`src/hdl/tilu_pkg.sv`:
```
// ----------------------------------------------------------------------------
// Tensor index linearizer package
// Shared widths, register indexes and lane control type.
// ----------------------------------------------------------------------------
package tilu_pkg;

  localparam int FIELD_MODES   = 4;
  localparam int COORD_FIELD_W = 32;
  localparam int INDEX_FIELD_W = 64;
  localparam int DATA_W        = INDEX_FIELD_W + FIELD_MODES * COORD_FIELD_W;

  localparam int MODE_COUNT_W  = 3;
  localparam int CFG_ADDR_W    = 3;
  localparam int CFG_DATA_W    = 64;

  localparam int MAX_MODES_DEF  = 4;
  localparam int INDEX_BITS_DEF = 64;
  localparam int COORD_BITS_DEF = 32;

  localparam logic [MODE_COUNT_W-1:0] MODE_COUNT_RST = 3'd1;

  localparam logic [CFG_ADDR_W-1:0] REG_MODE_COUNT = 3'd0;
  localparam logic [CFG_ADDR_W-1:0] REG_MASK_BASE  = 3'd1;

  localparam logic OP_PACK   = 1'b0;
  localparam logic OP_UNPACK = 1'b1;

  typedef struct packed {
    logic load;
    logic unpack;
    logic active;
  } lane_ctrl_t;

endpackage

```
`src/hdl/tilu_merge.sv`:
```
// ----------------------------------------------------------------------------
// Tensor index linearizer merge stage
// ORs lane deposits into the index, places lane extracts, output register.
// ----------------------------------------------------------------------------
module tilu_merge #(
  parameter int LANES      = tilu_pkg::MAX_MODES_DEF,
  parameter int INDEX_BITS = tilu_pkg::INDEX_BITS_DEF,
  parameter int COORD_BITS = tilu_pkg::COORD_BITS_DEF
) (
  input  logic                        clk_i,
  input  logic                        rst_ni,
  input  logic                        in_valid_i,
  output logic                        in_ready_o,
  input  logic [INDEX_BITS-1:0]       dep_i [LANES],
  input  logic [COORD_BITS-1:0]       ext_i [LANES],
  output logic                        m_axis_tvalid,
  input  logic                        m_axis_tready,
  output logic [tilu_pkg::DATA_W-1:0] m_axis_tdata
);

  logic                        out_valid_q, out_valid_d;
  logic [tilu_pkg::DATA_W-1:0] out_data_q, out_data_d;
  logic [INDEX_BITS-1:0]       index_or;
  logic                        load;

  assign in_ready_o  = !out_valid_q || m_axis_tready;
  assign load        = in_valid_i && in_ready_o;
  assign out_valid_d = load || (out_valid_q && !m_axis_tready);

  always_comb begin
    index_or   = '0;
    out_data_d = '0;
    for (int m = 0; m < LANES; m++) begin
      index_or = index_or | dep_i[m];
      out_data_d[tilu_pkg::INDEX_FIELD_W + m*tilu_pkg::COORD_FIELD_W +: tilu_pkg::COORD_FIELD_W]
        = tilu_pkg::COORD_FIELD_W'(ext_i[m]);
    end
    out_data_d[tilu_pkg::INDEX_FIELD_W-1:0] = tilu_pkg::INDEX_FIELD_W'(index_or);
  end

  always_ff @(posedge clk_i or negedge rst_ni) begin
    if (!rst_ni) begin
      out_valid_q <= 1'b0;
    end else begin
      out_valid_q <= out_valid_d;
    end
  end

  always_ff @(posedge clk_i) begin
    if (load) begin
      out_data_q <= out_data_d;
    end
  end

  assign m_axis_tvalid = out_valid_q;
  assign m_axis_tdata  = out_data_q;

endmodule

```
`config.mk`:
```
export PLATFORM = sky130hd
export DESIGN_NAME = tilu_merge
export DESIGN_NICKNAME = d
export VERILOG_FILES = /design/src/hdl/tilu_pkg.sv /design/src/hdl/tilu_merge.sv
export SDC_FILE = /design/constraint.sdc
export NUM_CORES = 1
export LEC_CHECK = 0
export BUFFER_PORTS_ARGS = -buffer_cell sky130_fd_sc_hd__buf_2
export CORE_AREA = 3 3 224 226
export DETAILED_ROUTE_END_ITERATION = 8
export DIE_AREA = 0 0 227 229
export GPL_TIMING_DRIVEN = 0
export PLACE_DENSITY = 0.36
export SETUP_SLACK_MARGIN = 0.5
export SYNTH_ARGS = -nofsm -noshare
export SYNTH_HDL_FRONTEND = slang
export SYNTH_SLANG_ARGS = --single-unit
```
`constraint.sdc`:
```
create_clock -name clk_i -period 14.38 [get_ports clk_i]
set_input_delay 0.719 -clock clk_i [delete_from_list [all_inputs] [get_ports clk_i]]
set_output_delay 0.719 -clock clk_i [all_outputs]
set_load 0.05 [all_outputs]
```
==> results.py <==
metrics = {
    "grt": {
        "grt_pass1_vias": 5436,
        "globalRoute.totalOverflow": 0,
        "grt_pass1_wl_um": 34700,
        "antenna_found_initial": 9,
        "track_usage": 0.0963,
        "grt_max_degree": 64,
    },
    "clock_network": {
        "cts_tree": "built",
        "clkSlewWorstSetupHoldPaths_ns": 0.08,
        "cts_resized": 0,
        "cts_setup_buffers": 0,
        "clkLatencyLatePin_ns": 0.47,
        "cts_buffers": 17,
        "cts_sinks": 193,
        "htreeDepth": 4,
        "cts_buffer_depth": 2,
        "cts_root_buf": "clkbuf_16",
    },
    "worst_setup_path": {
        "startpoint_type": "register",
        "end_kind": "register",
        "crit_arrival_ns": 2.36,
        "crit_slowest_cell": "and2_4",
        "cp_common_cell": "buf_16",
        "critical_path_class": "register to register",
        "crit_required_ns": 14.51,
        "reg2regPathDepth": 4,
        "crit_buf_inv": 2,
        "crit_family": "simple AND/OR/NAND/NOR gates",
        "worstPathCellList": "nand2b_1 > and2_4 > buf_16 > buf_16",
        "cp.depth": 4,
        "path_max_fanout": 63,
        "critical-path-max-stage-delay_ns": 0.59,
    },
    "floorplanning": {
        "dieArea_um2": 52000,
        "die_w_um": 227,
        "pin_count": 582,
        "die_h_um": 229,
        "core_um2": 48500,
        "start_util": 0.130,
        "rows": 81,
    },
    "routing": {
        "vias_per_cell": 3.38,
        "routed_wl_um": 26100,
        "drtAntennaViolNets": 0,
        "drt_first_iter_violations": 182,
        "route.detailed.drc": 0,
        "drt-wirelength-per-cell_um": 17.4,
        "first_pass_iters": 4,
        "num_vias": 5075,
    },
    "synth": {
        "synth_top_area_frac": 0.917,
        "synth_seq_area_share": 0.921,
        "syn-num-nets": 648,
        "synth_edf_count": 192,
        "yosysUniqueCellTypes": 5,
        "async_flop_share": 0.00518,
        "ys.flop_type": "edfxtp_1",
        "synth_area_per_cell_um2": 24.2,
        "synth_seq_cells": 193,
        "synth.largest_area_cell": "edfxtp_1",
        "synth_commonest_cells": "edfxtp_1, or4_1, nand2b_1",
        "yosysWarnings": 0,
        "synth_area_um2": 6290,
        "netlist_top_cells_area": "edfxtp_1, or4_1, dfrtp_1",
        "synthCells": 260,
        "synth.most_common_cell": "edfxtp_1",
    },
    "timing": {
        "slew_headroom": 0.539,
        "final.period_utilization": 0.155,
        "tightest_slew_ns": 0.691,
        "skew_ns": 0.00946,
        "grt_setup_unrepaired": "no",
        "max_freq_ghz": 0.450,
        "setup_ws_ns": 12.16,
        "hold_viol_final": 0,
        "period_needed_ns": 2.22,
        "setup_viol": 0,
        "drv_slew": 0,
        "setup-tns-final_ns": 0,
    },
    "flow_run": {
        "drv_cap": 0,
    },
    "status": {
        "outcome": "finished, final reports clean",
    },
    "power_and_ir_drop": {
        "powerDensity_nw_per_um2": 127,
        "leakagePower_nw": 4.35,
        "p_int_w": 0.000983,
        "ir_drop_uv": 61.5,
        "seq_power_share": 0.484,
        "clkPwrFrac": 0.376,
        "power.switching_w": 0.000372,
        "p_comb_frac": 0.140,
        "power_w": 0.00135,
        "p_sw_frac": 0.274,
    },
    "finish": {
        "area_growth_pct": 69.8,
        "drive_gt1_frac": 0.702,
        "nets": 1252,
    },
    "hold_path": {
        "hold_depth": 1,
        "hold_path.class": "input port to register",
    },
    "place": {
        "io_buffers": 581,
        "dpl.hpwl_um": 21400,
        "dp_slack_ns": 11.63,
        "place_congestion": 0.862,
    },
}
[sequential cells by signal, indices dropped and copies added (netlist names)]
signal and cells:
m_axis_tdata 192, m_axis_tvalid 1
[layer usage]
layer	wire length, um	track usage	up-vias
met5	48	0	-
met4	521	0.0426	8
met3	3070	0.0482	33
met2	13500	0.171	341
met1	8970	0.0933	2358
li1	-	-	2335
[power groups by stage]
stage	Sequential, W	Combinational [W]	Clock [W]
after floorplan	0.000762	0.0000140	0
after global placement	0.000679	0.000189	0
after detailed placement	0.000669	0.000193	0
after CTS	0.000657	0.000193	0.000542
after global routing	0.000659	0.000202	0.000556
final	0.000656	0.000190	0.000509
[cells by family (layout without fill, tap and decap cells)]
logic type	after synthesis	in the layout	share of synthesized area
flops	193	193	0.921
simple gates	67	67	0.0794
other cells	0	3	0
buf+inv	0	617	0
[worst reg2reg max path, delay by kind of cell (launching register included)]
family / cells / cell delay [ns]
buffers and inverters: 2 / 0.67
and+or+nand+nor: 2 / 0.74
DFF: 1 / 0.38
[through the flow]
step	util	cell area (um^2)	cells	hold WS [ns]
6_report	0.220	10700	1502	0.413
5_1_grt	0.220	10700	1500	0.362
4_1_cts	0.220	10700	1499	0.345
3_5_place_dp	0.207	10100	1466	0.495
3_3_place_gp	0.205	9980	1463	0.495
2_1_floorplan	-	6290	260	0.423
[cell usage in the layout (no fill, tap or decap)]
cell | netlist | layout
buf_2 | 0 | 581
edfxtp_1 | 192 | 192
or4_1 | 64 | 64
clkbuf_16 | 0 | 17
clkinv_4 | 0 | 4
diode_2 | 0 | 3
bufinv_16 | 0 | 3
clkinv_2 | 0 | 3
nand2b_1 | 2 | 2
inv_8 | 0 | 2
buf_16 | 0 | 2
and2_4 | 0 | 1
inv_6 | 0 | 1
clkinvlp_4 | 0 | 1
clkinv_1 | 0 | 1
dlygate4sd3_1 | 0 | 1
buf_12 | 0 | 1
dfrtp_1 | 1 | 1
[worst paths after layout]
check                                    from                 to  slack, ns
worst min-delay path                ext_i[35]  m_axis_tdata[131]       0.41
max in group asynchronous              rst_ni      m_axis_tvalid      13.73
min in group asynchronous              rst_ni      m_axis_tvalid       0.57
worst max-delay path            m_axis_tvalid  m_axis_tdata[112]      12.16
worst max register to register  m_axis_tvalid  m_axis_tdata[112]      12.16
worst min register to register  m_axis_tvalid      m_axis_tvalid       0.65
[timing repair]
| action | in CTS | in global routing |
|---|---|---|
| hold buffers | 1 | 0 |
| endpoints found under the setup margin | 0 | 0 |
| hold endpoints to repair | 1 | 0 |
[cell type report]
class | count | area, um^2
fill | 5174 | 37900
sequential | 193 | 5790
timing repair buffer | 585 | 2990
tap | 622 | 778
multi-input combinational | 67 | 502
clock buffer | 17 | 425
clock inverter | 15 | 183
antenna | 3 | 7.51
(Power assumes the default switching activity.)
